===== config.mk =====
export PLATFORM = sky130hd
export DESIGN_NAME = positional_pid_controller
export DESIGN_NICKNAME = d
export VERILOG_FILES = /design/src/rtl/ppid_pkg.sv /design/src/rtl/ppid_cfg.sv /design/src/rtl/ppid_error.sv /design/src/rtl/ppid_mult.sv /design/src/rtl/ppid_out.sv /design/src/rtl/positional_pid_controller.sv
export SDC_FILE = /design/constraint.sdc
export NUM_CORES = 2
export LEC_CHECK = 0
export BUFFER_PORTS_ARGS = -buffer_cell sky130_fd_sc_hd__buf_2
export CAP_MARGIN = 20
export CORE_UTILIZATION = 60
export CTS_CLUSTER_DIAMETER = 150
export DETAILED_ROUTE_END_ITERATION = 7
export PLACE_DENSITY = 0.85
export REMOVE_ABC_BUFFERS = 1
export SYNTH_ARGS = -nofsm -noshare
export SYNTH_HDL_FRONTEND = slang
export SYNTH_SLANG_ARGS = --single-unit

===== constraint.sdc =====
create_clock -name clk -period 10.4 [get_ports clk]
set_input_delay 2.08 -clock clk [delete_from_list [all_inputs] [get_ports clk]]
set_output_delay 2.08 -clock clk [all_outputs]
set_load 0.03 [all_outputs]

===== src/rtl/ppid_pkg.sv =====
// ============================================================================
// ppid_pkg
// Shared types, widths and register codes of the positional PID controller.
// ============================================================================
package ppid_pkg;

    // Fixed-point format of the gains
    localparam int GAIN_FRAC_BITS = 8;

    // Field and state widths
    localparam int GAIN_W    = 16;
    localparam int VALUE_W   = 16;
    localparam int ERR_W     = VALUE_W + 1;
    localparam int DIFF_W    = ERR_W + 1;
    localparam int ILIM_W    = 24;
    localparam int SUM_W     = ILIM_W + 1;
    localparam int OLIM_W    = 15;
    localparam int DRIVE_W   = OLIM_W + 1;

    // Product and accumulator widths (exact, no wrap)
    localparam int PROD_P_W  = GAIN_W + ERR_W;
    localparam int PROD_I_W  = GAIN_W + SUM_W;
    localparam int PROD_D_W  = GAIN_W + DIFF_W;
    localparam int ACC_W     = PROD_I_W + 2;
    localparam int SHIFT_W   = ACC_W - GAIN_FRAC_BITS;

    // Configuration port
    localparam int CFG_IDX_W  = 3;
    localparam int CFG_DATA_W = ILIM_W;

    typedef enum logic [CFG_IDX_W-1:0] {
        CFG_GAIN_P         = 3'd0,
        CFG_GAIN_I         = 3'd1,
        CFG_GAIN_D         = 3'd2,
        CFG_INTEGRAL_LIMIT = 3'd3,
        CFG_OUTPUT_LIMIT   = 3'd4
    } cfg_index_t;

    // Register file contents
    typedef struct packed {
        logic signed [GAIN_W-1:0] gain_p;
        logic signed [GAIN_W-1:0] gain_i;
        logic signed [GAIN_W-1:0] gain_d;
        logic        [ILIM_W-1:0] integral_limit;
        logic        [OLIM_W-1:0] output_limit;
    } cfg_t;

    // Error stage result
    typedef struct packed {
        logic signed [ERR_W-1:0]  err;
        logic signed [SUM_W-1:0]  sum;
        logic signed [DIFF_W-1:0] diff;
    } err_stage_t;

    // Product stage result
    typedef struct packed {
        logic signed [PROD_P_W-1:0] p;
        logic signed [PROD_I_W-1:0] i;
        logic signed [PROD_D_W-1:0] d;
    } prod_t;

endpackage


===== src/rtl/ppid_cfg.sv =====
// ============================================================================
// ppid_cfg
// Configuration register file: gains and limits, written through a plain port.
// ============================================================================
module ppid_cfg
    import ppid_pkg::*;
(
    input  logic                  clk,
    input  logic                  rst_n,
    input  logic                  cfg_we,
    input  logic [CFG_IDX_W-1:0]  cfg_index,
    input  logic [CFG_DATA_W-1:0] cfg_data,
    output cfg_t                  cfg
);

    cfg_t cfg_reg;
    cfg_t cfg_next;

    // Decode the write; indexes past the list are ignored.
    always_comb
    begin
        cfg_next = cfg_reg;
        if (cfg_we)
        begin
            unique case (cfg_index_t'(cfg_index))
                CFG_GAIN_P:         cfg_next.gain_p         = $signed(cfg_data[GAIN_W-1:0]);
                CFG_GAIN_I:         cfg_next.gain_i         = $signed(cfg_data[GAIN_W-1:0]);
                CFG_GAIN_D:         cfg_next.gain_d         = $signed(cfg_data[GAIN_W-1:0]);
                CFG_INTEGRAL_LIMIT: cfg_next.integral_limit = cfg_data[ILIM_W-1:0];
                CFG_OUTPUT_LIMIT:   cfg_next.output_limit   = cfg_data[OLIM_W-1:0];
                default:            cfg_next                = cfg_reg;
            endcase
        end
    end

    always_ff @(posedge clk or negedge rst_n)
    begin
        if (!rst_n)
        begin
            cfg_reg.gain_p         <= '0;
            cfg_reg.gain_i         <= '0;
            cfg_reg.gain_d         <= '0;
            cfg_reg.integral_limit <= '1;
            cfg_reg.output_limit   <= '1;
        end
        else
        begin
            cfg_reg <= cfg_next;
        end
    end

    assign cfg = cfg_reg;

endmodule


===== src/rtl/ppid_error.sv =====
// ============================================================================
// ppid_error
// Error, clamped integral and derivative difference; owns the loop state.
// ============================================================================
module ppid_error
    import ppid_pkg::*;
(
    input  logic                      clk,
    input  logic                      rst_n,
    input  logic                      load,
    input  logic signed [VALUE_W-1:0] set_value,
    input  logic signed [VALUE_W-1:0] actual_value,
    input  logic        [ILIM_W-1:0]  integral_limit,
    output err_stage_t                stage
);

    logic signed [SUM_W-1:0]  error_sum_reg;
    logic signed [SUM_W-1:0]  error_sum_next;
    logic signed [ERR_W-1:0]  last_error_reg;
    err_stage_t               stage_reg;
    err_stage_t               stage_next;

    logic signed [ERR_W-1:0]  err;
    logic signed [SUM_W:0]    sum_raw;
    logic signed [SUM_W:0]    lim_pos;
    logic signed [SUM_W:0]    lim_neg;

    // Error and integral with anti-windup clamp
    always_comb
    begin
        err     = ERR_W'(set_value) - ERR_W'(actual_value);
        sum_raw = (SUM_W+1)'(error_sum_reg) + (SUM_W+1)'(err);
        lim_pos = $signed({2'b00, integral_limit});
        lim_neg = -lim_pos;
        priority if (sum_raw > lim_pos)
        begin
            error_sum_next = lim_pos[SUM_W-1:0];
        end
        else if (sum_raw < lim_neg)
        begin
            error_sum_next = lim_neg[SUM_W-1:0];
        end
        else
        begin
            error_sum_next = sum_raw[SUM_W-1:0];
        end
        stage_next.err  = err;
        stage_next.sum  = error_sum_next;
        stage_next.diff = DIFF_W'(err) - DIFF_W'(last_error_reg);
    end

    // Loop state advances once per transaction.
    always_ff @(posedge clk or negedge rst_n)
    begin
        if (!rst_n)
        begin
            error_sum_reg  <= '0;
            last_error_reg <= '0;
        end
        else if (load)
        begin
            error_sum_reg  <= error_sum_next;
            last_error_reg <= err;
        end
    end

    // Stage payload
    always_ff @(posedge clk)
    begin
        if (load)
        begin
            stage_reg <= stage_next;
        end
    end

    assign stage = stage_reg;

    // The staged difference uses the error of the previous transaction.
    assert property (@(posedge clk) disable iff (!rst_n)
        load |=> (stage_reg.diff ==
                  DIFF_W'(stage_reg.err) - DIFF_W'($past(last_error_reg))))
        else $error("derivative difference does not use the previous error");

    // The stored integral matches the one sent down the pipeline.
    assert property (@(posedge clk) disable iff (!rst_n)
        load |=> (error_sum_reg == stage_reg.sum))
        else $error("integral state and staged integral disagree");

    // Loop state only moves with a transaction.
    assert property (@(posedge clk) disable iff (!rst_n)
        !load |=> ($stable(error_sum_reg) && $stable(last_error_reg)))
        else $error("loop state changed without a transaction");

endmodule


===== src/rtl/ppid_mult.sv =====
// ============================================================================
// ppid_mult
// Product stage: the three gain multiplications, each registered.
// ============================================================================
module ppid_mult
    import ppid_pkg::*;
(
    input  logic       clk,
    input  logic       load,
    input  cfg_t       cfg,
    input  err_stage_t stage,
    output prod_t      prod
);

    prod_t prod_reg;
    prod_t prod_next;

    // Three independent exact products
    always_comb
    begin
        prod_next.p = PROD_P_W'(cfg.gain_p) * PROD_P_W'(stage.err);
        prod_next.i = PROD_I_W'(cfg.gain_i) * PROD_I_W'(stage.sum);
        prod_next.d = PROD_D_W'(cfg.gain_d) * PROD_D_W'(stage.diff);
    end

    always_ff @(posedge clk)
    begin
        if (load)
        begin
            prod_reg <= prod_next;
        end
    end

    assign prod = prod_reg;

endmodule


===== src/rtl/ppid_out.sv =====
// ============================================================================
// ppid_out
// Output stage: sum of products, floor shift and output clamp.
// ============================================================================
module ppid_out
    import ppid_pkg::*;
(
    input  logic                      clk,
    input  logic                      load,
    input  prod_t                     prod,
    input  logic        [OLIM_W-1:0]  output_limit,
    output logic signed [DRIVE_W-1:0] drive
);

    logic signed [DRIVE_W-1:0] drive_reg;
    logic signed [DRIVE_W-1:0] drive_next;

    logic signed [ACC_W-1:0]   acc;
    logic signed [ACC_W-1:0]   acc_shift;
    logic signed [SHIFT_W-1:0] scaled;
    logic signed [SHIFT_W-1:0] lim_pos;
    logic signed [SHIFT_W-1:0] lim_neg;

    // Arithmetic shift rounds toward minus infinity.
    always_comb
    begin
        acc       = ACC_W'(prod.p) + ACC_W'(prod.i) + ACC_W'(prod.d);
        acc_shift = acc >>> GAIN_FRAC_BITS;
        scaled    = acc_shift[SHIFT_W-1:0];
        lim_pos   = $signed({{(SHIFT_W-OLIM_W){1'b0}}, output_limit});
        lim_neg   = -lim_pos;
        priority if (scaled > lim_pos)
        begin
            drive_next = lim_pos[DRIVE_W-1:0];
        end
        else if (scaled < lim_neg)
        begin
            drive_next = lim_neg[DRIVE_W-1:0];
        end
        else
        begin
            drive_next = scaled[DRIVE_W-1:0];
        end
    end

    always_ff @(posedge clk)
    begin
        if (load)
        begin
            drive_reg <= drive_next;
        end
    end

    assign drive = drive_reg;

endmodule


===== src/rtl/positional_pid_controller.sv =====
// ============================================================================
// positional_pid_controller
// Positional PID step with integral anti-windup and Q8.8 gains.
// ============================================================================
// Usage:
//   Input stream s_axis: one transaction carries a setpoint and a measurement.
//   Output stream m_axis: one transaction per input carries the drive value.
//   Configuration: cfg_we/cfg_index/cfg_data write gains and limits; write
//   only while no transaction is in flight.
//   The datapath is four register stages: input, error/integral, products,
//   and sum/shift/clamp into the output register; a result is registered in
//   each of them in that order. One transaction can be accepted every cycle
//   unless a stalled receiver has filled the pipeline; the three multipliers
//   in the product stage set the cycle time.
//   Each stage advances whenever it is empty or the stage after it advances,
//   so a stalled receiver only blocks the input once all four stages hold
//   data. Results leave in input order with none dropped.
//   Reset clears all stage valid flags, the integral and the last error, sets
//   the gains to zero and both limits to their maximum.
// ============================================================================
module positional_pid_controller
    import ppid_pkg::*;
(
    input  logic                  clk,
    input  logic                  rst_n,
    // Input stream
    input  logic                  s_axis_tvalid,
    output logic                  s_axis_tready,
    input  logic [31:0]           s_axis_tdata,   // [15:0] set_value, [31:16] actual_value
    // Output stream
    output logic                  m_axis_tvalid,
    input  logic                  m_axis_tready,
    output logic [15:0]           m_axis_tdata,   // [15:0] drive
    // Configuration write port
    input  logic                  cfg_we,
    input  logic [CFG_IDX_W-1:0]  cfg_index,
    input  logic [CFG_DATA_W-1:0] cfg_data
);

    cfg_t       cfg;
    err_stage_t err_stage;
    prod_t      prod;

    logic signed [VALUE_W-1:0] set_value_reg;
    logic signed [VALUE_W-1:0] actual_value_reg;
    logic signed [DRIVE_W-1:0] drive;

    logic in_valid_reg,   in_valid_next;
    logic err_valid_reg,  err_valid_next;
    logic prod_valid_reg, prod_valid_next;
    logic out_valid_reg,  out_valid_next;

    logic en_out;
    logic en_prod;
    logic en_err;
    logic en_in;

    // Stage enables: a stage moves when empty or when its successor moves.
    always_comb
    begin
        en_out  = !out_valid_reg  || m_axis_tready;
        en_prod = !prod_valid_reg || en_out;
        en_err  = !err_valid_reg  || en_prod;
        en_in   = !in_valid_reg   || en_err;

        in_valid_next   = en_in   ? s_axis_tvalid  : in_valid_reg;
        err_valid_next  = en_err  ? in_valid_reg   : err_valid_reg;
        prod_valid_next = en_prod ? err_valid_reg  : prod_valid_reg;
        out_valid_next  = en_out  ? prod_valid_reg : out_valid_reg;
    end

    always_ff @(posedge clk or negedge rst_n)
    begin
        if (!rst_n)
        begin
            in_valid_reg   <= 1'b0;
            err_valid_reg  <= 1'b0;
            prod_valid_reg <= 1'b0;
            out_valid_reg  <= 1'b0;
        end
        else
        begin
            in_valid_reg   <= in_valid_next;
            err_valid_reg  <= err_valid_next;
            prod_valid_reg <= prod_valid_next;
            out_valid_reg  <= out_valid_next;
        end
    end

    // Input register
    always_ff @(posedge clk)
    begin
        if (en_in && s_axis_tvalid)
        begin
            set_value_reg    <= $signed(s_axis_tdata[15:0]);
            actual_value_reg <= $signed(s_axis_tdata[31:16]);
        end
    end

    ppid_cfg u_cfg (
        .clk       (clk),
        .rst_n     (rst_n),
        .cfg_we    (cfg_we),
        .cfg_index (cfg_index),
        .cfg_data  (cfg_data),
        .cfg       (cfg)
    );

    ppid_error u_error (
        .clk            (clk),
        .rst_n          (rst_n),
        .load           (en_err && in_valid_reg),
        .set_value      (set_value_reg),
        .actual_value   (actual_value_reg),
        .integral_limit (cfg.integral_limit),
        .stage          (err_stage)
    );

    ppid_mult u_mult (
        .clk   (clk),
        .load  (en_prod && err_valid_reg),
        .cfg   (cfg),
        .stage (err_stage),
        .prod  (prod)
    );

    ppid_out u_out (
        .clk          (clk),
        .load         (en_out && prod_valid_reg),
        .prod         (prod),
        .output_limit (cfg.output_limit),
        .drive        (drive)
    );

    assign s_axis_tready = en_in;
    assign m_axis_tvalid = out_valid_reg;
    assign m_axis_tdata  = drive;

    // The input only stalls when every stage is full and the output is held.
    assert property (@(posedge clk) disable iff (!rst_n)
        !s_axis_tready |-> (in_valid_reg && err_valid_reg && prod_valid_reg &&
                            out_valid_reg && !m_axis_tready))
        else $error("input stalled while the pipeline has room");

    // The clamp is symmetric, so the most negative code never appears.
    assert property (@(posedge clk) disable iff (!rst_n)
        m_axis_tvalid |-> (m_axis_tdata != 16'h8000))
        else $error("drive outside the symmetric clamp range");

endmodule


==> flow_summary.yaml <==
run_status:
  outcome: "finished clean"
sta:
  finalSetupTns_ns: 0
  tightest_slew_ns: 1.21
  report.final.setup_viol: 0
  final_max_slew_viol_count: 0
  relSlewSlack: 0.196
  hold_violations: 0
  timing.fmax_mhz: 108
  rsz0062_at_grt: "false"
  finalClockSkew_ns: 0.0418
  period_needed_ns: 9.27
  fin_crit_sh: 0.892
  hold_ws_ns: 0.497
cells_and_area:
  fin_util: 0.637
  multi_input_area_sq_mm: 0.0411
  largest_reg_flops: 108
  syn_to_final_growth_pct: 5.20
  fillers: 7050
  fin_nets: 7339
  regArea_sq_mm: 0.00986
  drive_above_1_share: 0.0603
  final_cells: 7112
global_routing:
  overflow: 0
  antenna_found_initial: 13
  grt_pass1_wl_um: 240000
  grt_max_degree: 91
  grt_pass1_vias: 44986
  grt_usage: 0.327
hold_path:
  hold_start: "u_error.last_error_reg[0]"
  hold_path.class: "reg2reg"
detailed_routing:
  wire_per_inst_um: 21.1
  drc_errors: 0
  drt-pass1-iter-count: 6
  vias: 41855
  drt_iter0_markers: 3845
  drtAntennaViolNets: 0
  totalWireLength_um: 150000
  viasPerCell: 5.89
yosys:
  seq_area_frac_synth: 0.175
  synth_top_area_share: 0.354
  synth_cell_types: 91
  yosysTopAreaCell: "fa_1"
  synth_ff_type: "edfxtp_1"
  syn_inst: 5851
  muxShareOfSynthArea: 0.0218
  synthArstFlopShare: 0.381
  yosysMostFrequentCell: "inv_1"
  synth_area_per_cell_sq_um: 9.64
  synth_compound_area_frac: 0.0792
  synth-adder-area-share: 0.458
  synth_top_family_by_area: "adder cells"
  syn_area_sq_mm: 0.0564
  synthTopCellsByCount: "inv_1, fa_1, nand2_1"
  synthSimpleGateAreaFrac: 0.138
  synthXorXnorAreaFrac: 0.0315
  ys_ff_latch: 349
  synthTopCellsByArea: "fa_1, edfxtp_1, ha_1"
  ys_warn_count: 0
  synth_edf_count: 216
floorplanning:
  die_area_sq_mm: 0.0953
  initial_core_util: 0.605
  die_x_um: 309
  die-height_um: 309
  design.portCount: 82
  core_sq_mm: 0.0932
  rows: 112
clock_tree:
  htree_levels: 2
  cts_tree: "built"
  clock_path_buffers: 3
  cts.sinks: 349
  postCtsSetupRepairBufs: 0
  insertion_delay_ns: 0.60
  root_buffer: "clkbuf_16"
  cts_made_buffers: 42
  path_clk_slew_ns: 0.06
  cts_hold_buf: 0
  cts.repair.resized: 0
job:
  max-cap-violations: 0
setup_path:
  crit_top_cell: "o21ai_0"
  worstSetupStartpoint: "actual_value_reg[0]"
  cp.required_ns: 10.85
  crit_type: "reg2reg"
  worstPathMaxFanout: 29
  cpPeakStageDelay_ns: 0.77
  critical_path_arrival_ns: 9.73
  r2r-start: "actual_value_reg[0]"
  worstSetupStartpointType: "flop"
  end_kind: "flop"
  critical_path.slowest_cell: "a2111oi_0"
place:
  port_buffers: 81
  place_congestion: 0.939
  dp_hpwl_um: 115000
  dp_cells: 7018
-- cell families (layout without fill, tap and decap cells) --
family | Yosys count | in the layout
AO/OA/AOI/OAI | 675 | 675
XOR/XNOR | 203 | 203
adder cells (fa/ha/maj) | 1467 | 1467
buffers and inverters | 1444 | 1435
flip-flops | 349 | 349
multiplexers | 111 | 111
other | 0 | 16
AND/OR/NAND/NOR | 1602 | 1602
-- worst paths after layout --
check                                                 end  slack (ns)  depth (start not counted)
max in group asynchronous                   u_cfg.cfg[66]        7.41                          2
worst min-delay path            u_error.last_error_reg[0]        0.50                          2
min in group asynchronous       u_error.error_sum_reg[21]        1.54                          1
worst max-delay path            u_error.error_sum_reg[16]        1.13                         35
worst min register to register  u_error.last_error_reg[0]        0.50                          2
worst max register to register  u_error.error_sum_reg[16]        1.13                         35
-- critical path, delay by kind of cell (launching register included) --
family          cells  cell delay (ns)
fa+ha+maj           4             1.32
flops               1             0.38
buf+inv             1             0.26
xor+xnor            1             0.45
compound gates     20             4.75
simple gates        7             1.43
mux                 2             0.55
-- final cells by class --
class	count	share of cell area
antenna	16	0.000675
clock buffer	48	0.0184
clock inverter	30	0.00565
inverter	1248	0.0790
multi-input combinational	4058	0.693
sequential	349	0.166
tap	1254	0.0264
timing repair buffer	109	0.0107
-- per-stage QoR --
stage	setup slack, ns	cell area, sq um
global route	0.538	59300
finish	1.13	59300
floorplan	2.80	55600
CTS	1.30	59300
global placement	1.42	57900
detailed placement	1.39	57900
-- cell usage in the layout, fill, tap and decap left out, types with 73 or more instances in the layout --
master	n
buf_2	80
nor2_1	177
mux2_2	94
a21o_1	80
fa_1	997
ha_1	470
inv_1	1247
a21oi_1	189
and2_1	396
xnor2_1	157
o21ai_0	123
edfxtp_1	216
nand2_1	695
dfrtp_1	94
nor3_1	73
-- routing by layer --
layer / share of wire / global-route usage / up-vias / wire [um]
li1: - / - / 18235 / -
met3: 0.11 / 0.0758 / 587 / 16100
met5: 0 / 0 / - / 0
met2: 0.47 / 0.538 / 2311 / 70800
met4: 0.064 / 0.181 / 0 / 9620
met1: 0.36 / 0.400 / 20722 / 53800
Power is left out: the tool's default activity adds up to more than one toggle a clock period on the data nets, which glitch-free logic cannot reach.
